--- src/hdl/nrq_pkg.sv ---
// ----------------------------------------------------------------------------
// nrq_pkg
// Shared types and constants of the notification retransmit queue.
// ----------------------------------------------------------------------------
package nrq_pkg;

  // default queue size
  localparam int DEF_QUEUE_DEPTH = 8;

  // field widths
  localparam int SEQ_W   = 32;
  localparam int SVC_W   = 16;
  localparam int TIME_W  = 32;
  localparam int RETRY_W = 4;
  localparam int HINT_W  = 3;
  localparam int KIND_W  = 2;
  localparam int CMD_W   = 2;
  localparam int CFG_IDX_W  = 3;
  localparam int CFG_DATA_W = 32;
  localparam int IN_DATA_W  = 56;
  localparam int OUT_DATA_W = 56;

  // commands
  localparam logic [CMD_W-1:0] CMD_SUBMIT   = 2'd0;
  localparam logic [CMD_W-1:0] CMD_TICK     = 2'd1;
  localparam logic [CMD_W-1:0] CMD_RESPONSE = 2'd2;
  localparam logic [CMD_W-1:0] CMD_REATTACH = 2'd3;

  // result kinds
  localparam logic [KIND_W-1:0] KIND_SUBMIT   = 2'd0;
  localparam logic [KIND_W-1:0] KIND_SEND     = 2'd1;
  localparam logic [KIND_W-1:0] KIND_COMPLETE = 2'd2;
  localparam logic [KIND_W-1:0] KIND_UNKNOWN  = 2'd3;

  // hints
  localparam logic [HINT_W-1:0] HINT_OK        = 3'd0;
  localparam logic [HINT_W-1:0] HINT_FULL      = 3'd1;
  localparam logic [HINT_W-1:0] HINT_REATTACH  = 3'd2;
  localparam logic [HINT_W-1:0] HINT_FAILED    = 3'd3;
  localparam logic [HINT_W-1:0] HINT_NO_CRYPTO = 3'd4;

  // register indexes
  localparam logic [CFG_IDX_W-1:0] REG_MIN_GAP    = 3'd0;
  localparam logic [CFG_IDX_W-1:0] REG_QUOTA      = 3'd1;
  localparam logic [CFG_IDX_W-1:0] REG_RETRY_LIM  = 3'd2;
  localparam logic [CFG_IDX_W-1:0] REG_RETRY_BASE = 3'd3;
  localparam logic [CFG_IDX_W-1:0] REG_CRYPTO     = 3'd4;

  // register reset values
  localparam logic [15:0]        RST_MIN_GAP    = 16'd100;
  localparam logic [31:0]        RST_QUOTA      = 32'd60000;
  localparam logic [RETRY_W-1:0] RST_RETRY_LIM  = 4'd8;
  localparam logic [15:0]        RST_RETRY_BASE = 16'd1000;

  // one result item
  typedef struct packed {
    logic [KIND_W-1:0] kind;
    logic [SEQ_W-1:0]  seq;
    logic [SVC_W-1:0]  svc;
    logic [HINT_W-1:0] hint;
  } res_t;

  // shared time unit request
  typedef struct packed {
    logic              sub;
    logic [TIME_W-1:0] a;
    logic [TIME_W-1:0] b;
  } alu_req_t;

  typedef struct packed {
    logic [TIME_W-1:0] res;
    logic              lt;
    logic              eq;
  } alu_rsp_t;

endpackage

--- src/hdl/nrq_alu.sv ---
// ----------------------------------------------------------------------------
// nrq_alu
// Shared 32-bit add/subtract and compare unit used by the sequencer steps.
// ----------------------------------------------------------------------------
module nrq_alu (
  input  nrq_pkg::alu_req_t req,
  output nrq_pkg::alu_rsp_t rsp
);
  import nrq_pkg::*;

  logic [TIME_W-1:0] b_op;

  // one adder, b inverted for subtract; wrapped "earlier than" is the sign bit
  assign b_op    = req.sub ? ~req.b : req.b;
  assign rsp.res = req.a + b_op + {{(TIME_W-1){1'b0}}, req.sub};
  assign rsp.lt  = rsp.res[TIME_W-1];
  assign rsp.eq  = (req.a == req.b);

endmodule

--- src/hdl/nrq_out_reg.sv ---
// ----------------------------------------------------------------------------
// nrq_out_reg
// Output register of the result stream.
// ----------------------------------------------------------------------------
module nrq_out_reg (
  input  logic                               clk,
  input  logic                               rst,
  input  logic                               load,
  input  nrq_pkg::res_t                      res,
  output logic                               free,
  output logic                               m_tvalid,
  input  logic                               m_tready,
  output logic [nrq_pkg::OUT_DATA_W-1:0]     m_tdata,  // out_seq, out_pns_id, hint
  output logic [nrq_pkg::KIND_W-1:0]         m_tuser   // kind
);
  import nrq_pkg::*;

  res_t hold;

  assign free     = !m_tvalid || m_tready;
  assign m_tuser  = hold.kind;
  assign m_tdata  = {5'd0, hold.hint, hold.svc, hold.seq};

  // valid flag
  always_ff @(posedge clk) begin
    if (rst) begin
      m_tvalid <= 1'b0;
    end else if (load) begin
      m_tvalid <= 1'b1;
    end else if (m_tready) begin
      m_tvalid <= 1'b0;
    end
  end

  // payload
  always_ff @(posedge clk) begin
    if (load) begin
      hold <= res;
    end
  end

endmodule

--- src/hdl/notification_retransmit_queue.sv ---
// ----------------------------------------------------------------------------
// notification_retransmit_queue
// Queue of pending notifications with retry scheduling, driven by a small
// sequencer around one shared add/compare unit.
// ----------------------------------------------------------------------------
// results: none for a reattach or for a tick with no entry due; a full submit
//   goes straight to the output register, other items after their scans
// throughput: one item at a time, set by the single add/compare unit that
//   visits one entry per cycle during match, backoff and earliest-due scans
// reset: queue empty, counters and clocks zero, registers at defaults
// ----------------------------------------------------------------------------
module notification_retransmit_queue #(
  parameter int QUEUE_DEPTH = nrq_pkg::DEF_QUEUE_DEPTH
) (
  input  logic                               clk,
  input  logic                               rst,
  input  logic                               s_tvalid,
  output logic                               s_tready,
  // pns_id, resp_seq, ack_flag, fail_flag, quota_flag, reattach_flag
  input  logic [nrq_pkg::IN_DATA_W-1:0]      s_tdata,
  input  logic [nrq_pkg::CMD_W-1:0]          s_tuser,  // cmd
  output logic                               m_tvalid,
  input  logic                               m_tready,
  output logic [nrq_pkg::OUT_DATA_W-1:0]     m_tdata,  // out_seq, out_pns_id, hint
  output logic [nrq_pkg::KIND_W-1:0]         m_tuser,  // kind
  input  logic                               cfg_we,
  input  logic [nrq_pkg::CFG_IDX_W-1:0]      cfg_index,
  input  logic [nrq_pkg::CFG_DATA_W-1:0]     cfg_data
);
  import nrq_pkg::*;

  localparam int CW = $clog2(QUEUE_DEPTH + 1);
  localparam int IW = (QUEUE_DEPTH > 1) ? $clog2(QUEUE_DEPTH) : 1;
  localparam logic [CW-1:0] DEPTH_C = CW'(QUEUE_DEPTH);

  localparam logic [3:0] S_IDLE  = 4'd0;
  localparam logic [3:0] S_SUB   = 4'd1;
  localparam logic [3:0] S_TICK  = 4'd2;
  localparam logic [3:0] S_SEND  = 4'd3;
  localparam logic [3:0] S_MATCH = 4'd4;
  localparam logic [3:0] S_QUOTA = 4'd5;
  localparam logic [3:0] S_DROP  = 4'd6;
  localparam logic [3:0] S_SEL0  = 4'd7;
  localparam logic [3:0] S_SEL   = 4'd8;
  localparam logic [3:0] S_FIX   = 4'd9;
  localparam logic [3:0] S_GAP   = 4'd10;
  localparam logic [3:0] S_EMIT  = 4'd11;

  // entry storage
  logic [SEQ_W-1:0]   e_seq   [QUEUE_DEPTH];
  logic [SVC_W-1:0]   e_svc   [QUEUE_DEPTH];
  logic [RETRY_W-1:0] e_ret   [QUEUE_DEPTH];
  logic [TIME_W-1:0]  e_due   [QUEUE_DEPTH];
  logic [HINT_W-1:0]  e_hint  [QUEUE_DEPTH];

  // control state
  logic [3:0]        state;
  logic [CW-1:0]     fill;
  logic [SEQ_W-1:0]  next_seq;
  logic              reattach;
  logic [TIME_W-1:0] now_ms;
  logic [TIME_W-1:0] last_send;
  logic [TIME_W-1:0] backoff;
  logic [IW-1:0]     sel_slot;
  logic [CW-1:0]     idx;
  logic [IW-1:0]     best;
  logic [TIME_W-1:0] best_due;
  logic [IW-1:0]     drop_pos;
  logic [1:0]        passes;
  res_t              res;

  // latched item
  logic [CMD_W-1:0]  cmd;
  logic [SVC_W-1:0]  pns;
  logic [SEQ_W-1:0]  rseq;
  logic              ack_f, fail_f, quota_f, reatt_f;

  // configuration
  logic [15:0]        min_gap;
  logic [31:0]        quota_ms;
  logic [RETRY_W-1:0] retry_lim;
  logic [15:0]        retry_base;
  logic               crypto;

  alu_req_t alu_req;
  alu_rsp_t alu_rsp;
  logic     out_free;
  logic     out_load;

  logic [IW-1:0]      ii;
  logic [IW-1:0]      last_i;
  logic [CW-1:0]      last_c;
  logic [RETRY_W-1:0] ret_new;
  logic [TIME_W-1:0]  delay;
  logic               do_complete;
  logic [HINT_W-1:0]  tick_hint;

  assign ii       = idx[IW-1:0];
  assign last_c   = fill - CW'(1);
  assign last_i   = last_c[IW-1:0];
  assign ret_new  = e_ret[sel_slot] + RETRY_W'(1);
  assign delay    = {16'd0, retry_base} << ret_new;
  assign s_tready = (state == S_IDLE);
  assign out_load = (state == S_EMIT) && out_free;

  assign do_complete = (e_ret[sel_slot] >= retry_lim) || (e_hint[sel_slot] != HINT_OK) ||
                       !crypto;
  assign tick_hint   = (e_ret[sel_slot] >= retry_lim) ? HINT_FAILED :
                       ((e_hint[sel_slot] != HINT_OK) ? e_hint[sel_slot] : HINT_NO_CRYPTO);

  // operand select for the shared unit
  always_comb begin
    alu_req = '{sub: 1'b1, a: now_ms, b: backoff};
    unique case (state)
      S_TICK:  alu_req = '{sub: 1'b1, a: e_due[sel_slot], b: now_ms};
      S_SEND:  alu_req = '{sub: 1'b0, a: now_ms, b: delay};
      S_MATCH: alu_req = '{sub: 1'b1, a: e_seq[ii], b: rseq};
      S_QUOTA: begin
        if (idx >= fill) alu_req = '{sub: 1'b0, a: now_ms, b: quota_ms};
        else             alu_req = '{sub: 1'b0, a: e_due[ii], b: quota_ms};
      end
      S_SEL:   alu_req = '{sub: 1'b1, a: e_due[ii], b: best_due};
      S_FIX:   alu_req = '{sub: 1'b1, a: e_due[best], b: last_send};
      S_GAP:   alu_req = '{sub: 1'b0, a: e_due[best], b: {16'd0, min_gap}};
      default: alu_req = '{sub: 1'b1, a: now_ms, b: backoff};
    endcase
  end

  nrq_alu u_alu (
    .req (alu_req),
    .rsp (alu_rsp)
  );

  // configuration registers
  always_ff @(posedge clk) begin
    if (rst) begin
      min_gap    <= RST_MIN_GAP;
      quota_ms   <= RST_QUOTA;
      retry_lim  <= RST_RETRY_LIM;
      retry_base <= RST_RETRY_BASE;
      crypto     <= 1'b1;
    end else if (cfg_we) begin
      unique case (cfg_index)
        REG_MIN_GAP:    min_gap    <= cfg_data[15:0];
        REG_QUOTA:      quota_ms   <= cfg_data;
        REG_RETRY_LIM:  retry_lim  <= cfg_data[RETRY_W-1:0];
        REG_RETRY_BASE: retry_base <= cfg_data[15:0];
        REG_CRYPTO:     crypto     <= cfg_data[0];
        default: ;
      endcase
    end
  end

  // sequencer and queue control
  always_ff @(posedge clk) begin
    if (rst) begin
      state     <= S_IDLE;
      fill      <= '0;
      next_seq  <= '0;
      reattach  <= 1'b0;
      now_ms    <= '0;
      last_send <= '0;
      backoff   <= '0;
      sel_slot  <= '0;
      idx       <= '0;
      passes    <= '0;
    end else begin
      unique case (state)
        S_IDLE: begin
          if (s_tvalid) begin
            unique case (s_tuser)
              CMD_SUBMIT: begin
                if (fill >= DEPTH_C) begin
                  next_seq <= next_seq + SEQ_W'(1);
                  state    <= S_EMIT;
                end else begin
                  state <= S_SUB;
                end
              end
              CMD_TICK: begin
                now_ms <= now_ms + TIME_W'(1);
                state  <= S_TICK;
              end
              CMD_RESPONSE: begin
                idx   <= '0;
                state <= S_MATCH;
              end
              CMD_REATTACH: reattach <= 1'b0;
              default: ;
            endcase
          end
        end
        S_SUB: begin
          fill     <= fill + CW'(1);
          next_seq <= next_seq + SEQ_W'(1);
          passes   <= 2'd1;
          state    <= S_SEL0;
        end
        S_TICK: begin
          if (fill == '0 || CW'(sel_slot) >= fill || !alu_rsp.lt) begin
            state <= S_IDLE;
          end else if (do_complete) begin
            drop_pos <= sel_slot;
            passes   <= 2'd2;
            state    <= S_DROP;
          end else begin
            last_send <= now_ms;
            state     <= S_SEND;
          end
        end
        S_SEND: begin
          passes <= 2'd2;
          state  <= S_SEL0;
        end
        S_MATCH: begin
          if (idx >= fill) begin
            state <= S_EMIT;
          end else if (alu_rsp.eq) begin
            drop_pos <= ii;
            passes   <= 2'd1;
            if (reatt_f) reattach <= 1'b1;
            if (quota_f) begin
              idx   <= '0;
              state <= S_QUOTA;
            end else begin
              state <= S_DROP;
            end
          end else begin
            idx <= idx + CW'(1);
          end
        end
        S_QUOTA: begin
          if (idx >= fill) begin
            backoff <= alu_rsp.res;
            state   <= S_DROP;
          end else begin
            idx <= idx + CW'(1);
          end
        end
        S_DROP: begin
          fill  <= last_c;
          state <= S_SEL0;
        end
        S_SEL0: begin
          if (passes == 2'd0 || fill == '0) begin
            passes <= 2'd0;
            state  <= S_EMIT;
          end else begin
            idx   <= CW'(1);
            state <= S_SEL;
          end
        end
        S_SEL: begin
          if (idx >= fill) begin
            sel_slot <= best;
            state    <= S_FIX;
          end else begin
            idx <= idx + CW'(1);
          end
        end
        S_FIX: begin
          if (alu_rsp.lt) begin
            state <= S_GAP;
          end else begin
            passes <= passes - 2'd1;
            state  <= S_SEL0;
          end
        end
        S_GAP: begin
          passes <= passes - 2'd1;
          state  <= S_SEL0;
        end
        S_EMIT: begin
          if (out_free) state <= S_IDLE;
        end
        default: state <= S_IDLE;
      endcase
    end
  end

  // datapath: latched item, pending result, entries, scan bests
  always_ff @(posedge clk) begin
    unique case (state)
      S_IDLE: begin
        cmd     <= s_tuser;
        pns     <= s_tdata[15:0];
        rseq    <= s_tdata[47:16];
        ack_f   <= s_tdata[48];
        fail_f  <= s_tdata[49];
        quota_f <= s_tdata[50];
        reatt_f <= s_tdata[51];
        res     <= '{kind: KIND_SUBMIT, seq: next_seq, svc: '0, hint: HINT_FULL};
      end
      S_SUB: begin
        e_seq[fill[IW-1:0]]  <= next_seq;
        e_svc[fill[IW-1:0]]  <= pns;
        e_ret[fill[IW-1:0]]  <= '0;
        e_hint[fill[IW-1:0]] <= reattach ? HINT_REATTACH : HINT_OK;
        e_due[fill[IW-1:0]]  <= alu_rsp.lt ? backoff : now_ms;
        res <= '{kind: KIND_SUBMIT, seq: next_seq, svc: '0,
                 hint: reattach ? HINT_REATTACH : HINT_OK};
      end
      S_TICK: begin
        if (do_complete) begin
          res <= '{kind: KIND_COMPLETE, seq: e_seq[sel_slot], svc: '0, hint: tick_hint};
        end else begin
          res <= '{kind: KIND_SEND, seq: e_seq[sel_slot], svc: e_svc[sel_slot],
                   hint: HINT_OK};
        end
      end
      S_SEND: begin
        e_ret[sel_slot] <= ret_new;
        e_due[sel_slot] <= alu_rsp.res;
      end
      S_MATCH: begin
        if (idx >= fill) begin
          res <= '{kind: KIND_UNKNOWN, seq: rseq, svc: '0, hint: HINT_OK};
        end else begin
          res <= '{kind: KIND_COMPLETE, seq: rseq, svc: '0,
                   hint: (fail_f || !ack_f) ? HINT_FAILED : HINT_OK};
        end
      end
      S_QUOTA: begin
        if (idx < fill) e_due[ii] <= alu_rsp.res;
      end
      S_DROP: begin
        e_seq[drop_pos]  <= e_seq[last_i];
        e_svc[drop_pos]  <= e_svc[last_i];
        e_ret[drop_pos]  <= e_ret[last_i];
        e_due[drop_pos]  <= e_due[last_i];
        e_hint[drop_pos] <= e_hint[last_i];
      end
      S_SEL0: begin
        best     <= '0;
        best_due <= e_due[0];
      end
      S_SEL: begin
        if (idx < fill && alu_rsp.lt) begin
          best     <= ii;
          best_due <= e_due[ii];
        end
      end
      S_GAP: e_due[best] <= alu_rsp.res;
      default: ;
    endcase
  end

  nrq_out_reg u_out (
    .clk      (clk),
    .rst      (rst),
    .load     (out_load),
    .res      (res),
    .free     (out_free),
    .m_tvalid (m_tvalid),
    .m_tready (m_tready),
    .m_tdata  (m_tdata),
    .m_tuser  (m_tuser)
  );

  // checks
  a_fill_bound: assert property (@(posedge clk) disable iff (rst)
    fill <= DEPTH_C) else $error("queue fill beyond depth");

  a_sel_valid: assert property (@(posedge clk) disable iff (rst)
    (state == S_IDLE && fill != '0) |-> (CW'(sel_slot) < fill))
    else $error("selected slot outside the queue while idle");

  a_seq_step: assert property (@(posedge clk) disable iff (rst)
    (next_seq != $past(next_seq)) |-> (next_seq == $past(next_seq) + SEQ_W'(1)))
    else $error("sequence number skipped");

  a_cmd_used: assert property (@(posedge clk) disable iff (rst)
    (state == S_MATCH) |-> (cmd == CMD_RESPONSE))
    else $error("match scan without a response item");

endmodule

--- config.mk ---
export PLATFORM = sky130hd
export DESIGN_NAME = notification_retransmit_queue
export DESIGN_NICKNAME = d
export VERILOG_FILES = /design/src/hdl/nrq_pkg.sv /design/src/hdl/nrq_alu.sv /design/src/hdl/nrq_out_reg.sv /design/src/hdl/notification_retransmit_queue.sv
export SDC_FILE = /design/constraint.sdc
export NUM_CORES = 2
export LEC_CHECK = 0
export BUFFER_PORTS_ARGS = -buffer_cell sky130_fd_sc_hd__buf_2
export CORE_AREA = 2 2 338 407
export DETAILED_ROUTE_END_ITERATION = 6
export DIE_AREA = 0 0 340 409
export GPL_TIMING_DRIVEN = 0
export PLACE_DENSITY = 0.67
export SETUP_SLACK_MARGIN = 0.15
export SLEW_MARGIN = 15
export SYNTH_ARGS = -nofsm -noshare
export SYNTH_HDL_FRONTEND = slang
export SYNTH_SLANG_ARGS = --single-unit
--- constraint.sdc ---
create_clock -name clk -period 7.3 [get_ports clk]
set_input_delay 0 -clock clk [delete_from_list [all_inputs] [get_ports clk]]
set_output_delay 0 -clock clk [all_outputs]
set_load 0.005 [all_outputs]
==> results.toml <==
[clocking]
cts_buffer_depth = 3
cts-root-buf = "clkbuf_16"
h-tree-depth = 3
clkTransAtPathRegs_ns = 0.07
cts_buffers = 113
numClockSinks = 1117
clk_latency_ns = 0.81
cts_tree = "yes"

[synth]
ys_ff_latch = 1117
yosysWarnings = 0
synth_edf_count = 892
syn_area_um2 = 60600
ys.flop_type = "edfxtp_1"
ys_seq_area_share_pct = 51.6
syn_avg_cell_area_um2 = 13.3
yosysUniqueCellTypes = 97
async_reset_ff_share_pct = 0
synth_cells = 4555

[run_status]
status = "finished with violations"
violations = "DRC, setup timing"

[placement]
io_buffers = 147
routabilityCongestion = 1.07
place_ws_ns = -3.06
dp_hpwl_um = 197000

[worst_setup_path]
critPathRequiredTime_ns = 7.74
r2r_end = "e_due[5][29]"
critPathKind = "flop to flop"
arrival_ns = 7.74
cpPeakStageDelay_ns = 0.85
r2r-start = "state[3]"
slowest_stage = "clkbuf_1"
worstRegToRegCells = 23
crit_top_cell = "a21o_1"
crit_path_cell_trace = "buf_2 > nor4b_4 > and2_1 > clkbuf_1 > a22oi_1 > and3_1 > o211ai_1 > ha_1 > a21o_1 > a21o_1 > a21oi_2 > o21bai_1 > a21oi_1 > o21ai_1 > a41oi_2 > a2111oi_2 > a311oi_4 > buf_12 > buf_16 > mux2i_2 > a32oi_1 > nor2_1 > a21oi_4"
critPathCaptureType = "flop"
r2r_slack_ns = -0.008
startpoint_type = "flop"
crit_path_max_fanout = 10

[finish]
drive_gt1_share_pct = 25.3
syn2layout_area_growth_pct = 18.7
final_util_pct = 53.3
final_nets = 5234
nFillCells = 11000

[sta]
fin_tns_setup_ns = -0.0547
worst_pin_slew_ns = 1.40
timing.final.ws_setup_ns = -0.00756
maxClockFrequency_ghz = 0.137
fin_skew_ns = 0.0614
layout_min_cycle_time_ns = 7.31
finalHoldViolCount = 0
max_slew_margin_pct = 6.59
rsz0062_at_grt = "no"
final-max-slew-violation-count = 0
fin_crit_sh_pct = 100
finalSetupViolCount = 8

[drt]
dr_wl_met3_um = 35200
top_layer_used = "met5"
dr_total_vias = 48200
wl_per_cell_um = 37.9
drc_errors = 3
antenna_left = 0
routedLengthMet1_um = 87900
drt_iter0_drc = 7829
wl_met2_um = 115000
drt-total-wl_um = 265000
via_per_inst = 6.90
dr.pass1.iters = 7

[grt]
grt.total_usage_pct = 37.5
grt.overflow.total = 0
grt_max_degree = 44
antenna_found_initial = 16
grt_pass1_wl_um = 362000
grt_pass1_vias = 45700

[worst_hold_path]
hold_end = "state[2]"
holdCritPathClass = "input port to flop"
hold_path_depth = 7
min-delay-start = "s_tuser[0]"

[floorplan]
num_rows = 148
fp.dieH_um = 409
die_area_um2 = 139000
initial_core_util_pct = 44.9
die_width_um = 340
ios = 158
core_area_um2 = 135000

[pwr]
irDropWorstVdd_mv = 0.486
power_mw = 32.2
p_leak_nw = 23.5
power.density_nw_per_um2 = 448

[flow_run]
maxCapViolCount = 0
==> cell usage in the layout (no fill, tap or decap), drive strengths merged, types with 11 or more instances in the layout <==
master	Yosys	routed
a31oi	63	63
and3	29	29
or3	19	19
a21oi	260	260
nand4	32	32
a2111oi	12	12
nor2	377	377
buf	142	369
clkbuf	216	355
xnor2	51	51
clkinv	1	49
o21ai	134	134
mux4	547	547
dfxtp	225	225
edfxtp	892	892
a211oi	21	21
nor3	48	48
mux2i	243	243
dlygate4sd3	0	173
nor2b	21	21
a221oi	23	23
xor2	55	55
nand3	82	82
a21o	25	25
o22ai	41	41
a211o	15	15
and2	17	17
a32oi	29	29
o211ai	27	27
nor4	11	11
nand2	511	511
mux2	32	32
a22o	14	14
o21a	11	11
a22oi	76	76
bufinv	0	16
inv	41	43
ha	52	52
nand2b	22	22
clkinvlp	0	11
==> layer usage <==
| metal | vias up | track usage [%] |
|---|---|---|
| li1 | 19100 | - |
| met1 | 24100 | 44.5 |
| met2 | 3997 | 55.5 |
| met3 | 1001 | 12.4 |
| met4 | 12 | 30.7 |
| met5 | - | 0.590 |
==> cells in the mapped netlist (8+ instances only) <==
master     count  area [um2]
or3_1         19         119
dfxtp_1      225        4500
nor2_1       377        1420
o21ai_1        9        45.0
o21bai_1       8        60.1
o22a_1        10        87.6
or2_2          8        50.1
inv_1         38         143
a221oi_1      23         201
a21oi_1      259        1300
buf_4         11        82.6
ha_1          52         651
nor4_1         8        50.1
a211oi_1      20         150
a2111oi_0      9        78.8
o22ai_1       41         257
a21o_1        25         188
nor2b_1       21         131
a22oi_1       76         571
xnor2_1       50         438
buf_1         60         225
a32oi_1       29         254
mux2_2        28         315
and2_1        16         100
o21a_1        11        82.6
nand2_1      511        1920
a22o_1        14         123
mux4_2       547       12300
nand3_1       82         410
clkbuf_1     216         811
a222oi_1       9        90.1
nor3_1        46         230
mux2i_1      238        2380
buf_2         64         320
o21ai_0      125         626
xor2_1        55         482
nand2b_1      22         138
o31ai_1        9        67.6
a31oi_1       62         388
nand4_1       32         200
edfxtp_1     892       26800
o211ai_1      27         203
and3_1        29         181
a211o_1       15         131
==> through the flow <==
stage / hold slack, ns / area (um2) / instances
4_1_cts: 0.00416 / 71300 / 6960
5_1_grt: 0.0967 / 71900 / 6983
3_5_place_dp: 0.178 / 64800 / 6557
6_report: 0.0479 / 71900 / 6991
3_3_place_gp: 0.176 / 63600 / 6506
2_1_floorplan: 0.0989 / 60600 / 4559
==> worst max-delay path, delay by kind of cell (launching register included) <==
kind                     cells  cell delay (ns)
multiplexers                 1             0.32
AND/OR/NAND/NOR              4             1.63
flip-flops                   1             0.35
buffers and inverters        4             1.43
adder cells (fa/ha/maj)      1             0.39
AO/OA/AOI/OAI               13             2.75
==> layout make-up <==
class                           count  area, um2  area share (%)
Sequential cell                  1117      31300            43.5
Antenna cell                       10       25.0          0.0348
Inverter                           42        174           0.242
Buffer                            356       1820            2.53
Clock buffer                      137       3060            4.25
Timing Repair inverter              1       7.51          0.0104
Clock inverter                     76        933            1.30
Multi-Input combinational cell   3042      28600            39.7
Timing Repair Buffer              410       3800            5.28
Tap cell                         1800       2250            3.13
==> worst max-delay path by stage <==
stage,from,to,slack [ns],cells after the start
final,state[3],e_due[5][29],-0.008,23
after global routing,flop,e_due[5][29],0.11,30
after CTS,flop,e_due[6][30],0.14,29
after detailed placement,flop,e_due[0][9],-3.06,26
after global placement,flop,e_due[0][5],-3.23,21
after floorplan,flop,best[0],0.16,28
==> power breakdown <==
| part | internal (mW) | switching (mW) |
|---|---|---|
| Combinational | 5.85 | 11.2 |
| Clock | 3.57 | 2.69 |
| Sequential | 8.15 | 0.720 |
| Total | 17.6 | 14.6 |
==> cell families after synthesis <==
family / share of synthesized area [%]
simple gates: 8.70
mux: 25.0
flops: 51.6
buf+inv: 2.77
xor+xnor: 1.54
fa+ha+maj: 1.11
other cells: 0.00619
compound gates: 9.19
==> registers in the layout, summed over array words and instances, names as in the netlist, 51 cells and up, named ones only <==
name	cells
e_due	256
e_seq	256
e_svc	128
res	53
u_out.m_tdata	51
==> repair_timing <==
action | 4_1_cts | 5_1_grt
buffers inserted | 18 | 18
pin swaps | 14 | 15
hold endpoints to repair | 139 | 0
endpoints found under the setup margin | 367 | 341
resized for setup | 169 | 115
cloned | 1 | 1
hold buffers | 173 | 0
Note: power is estimated with default switching activity, not from simulation.
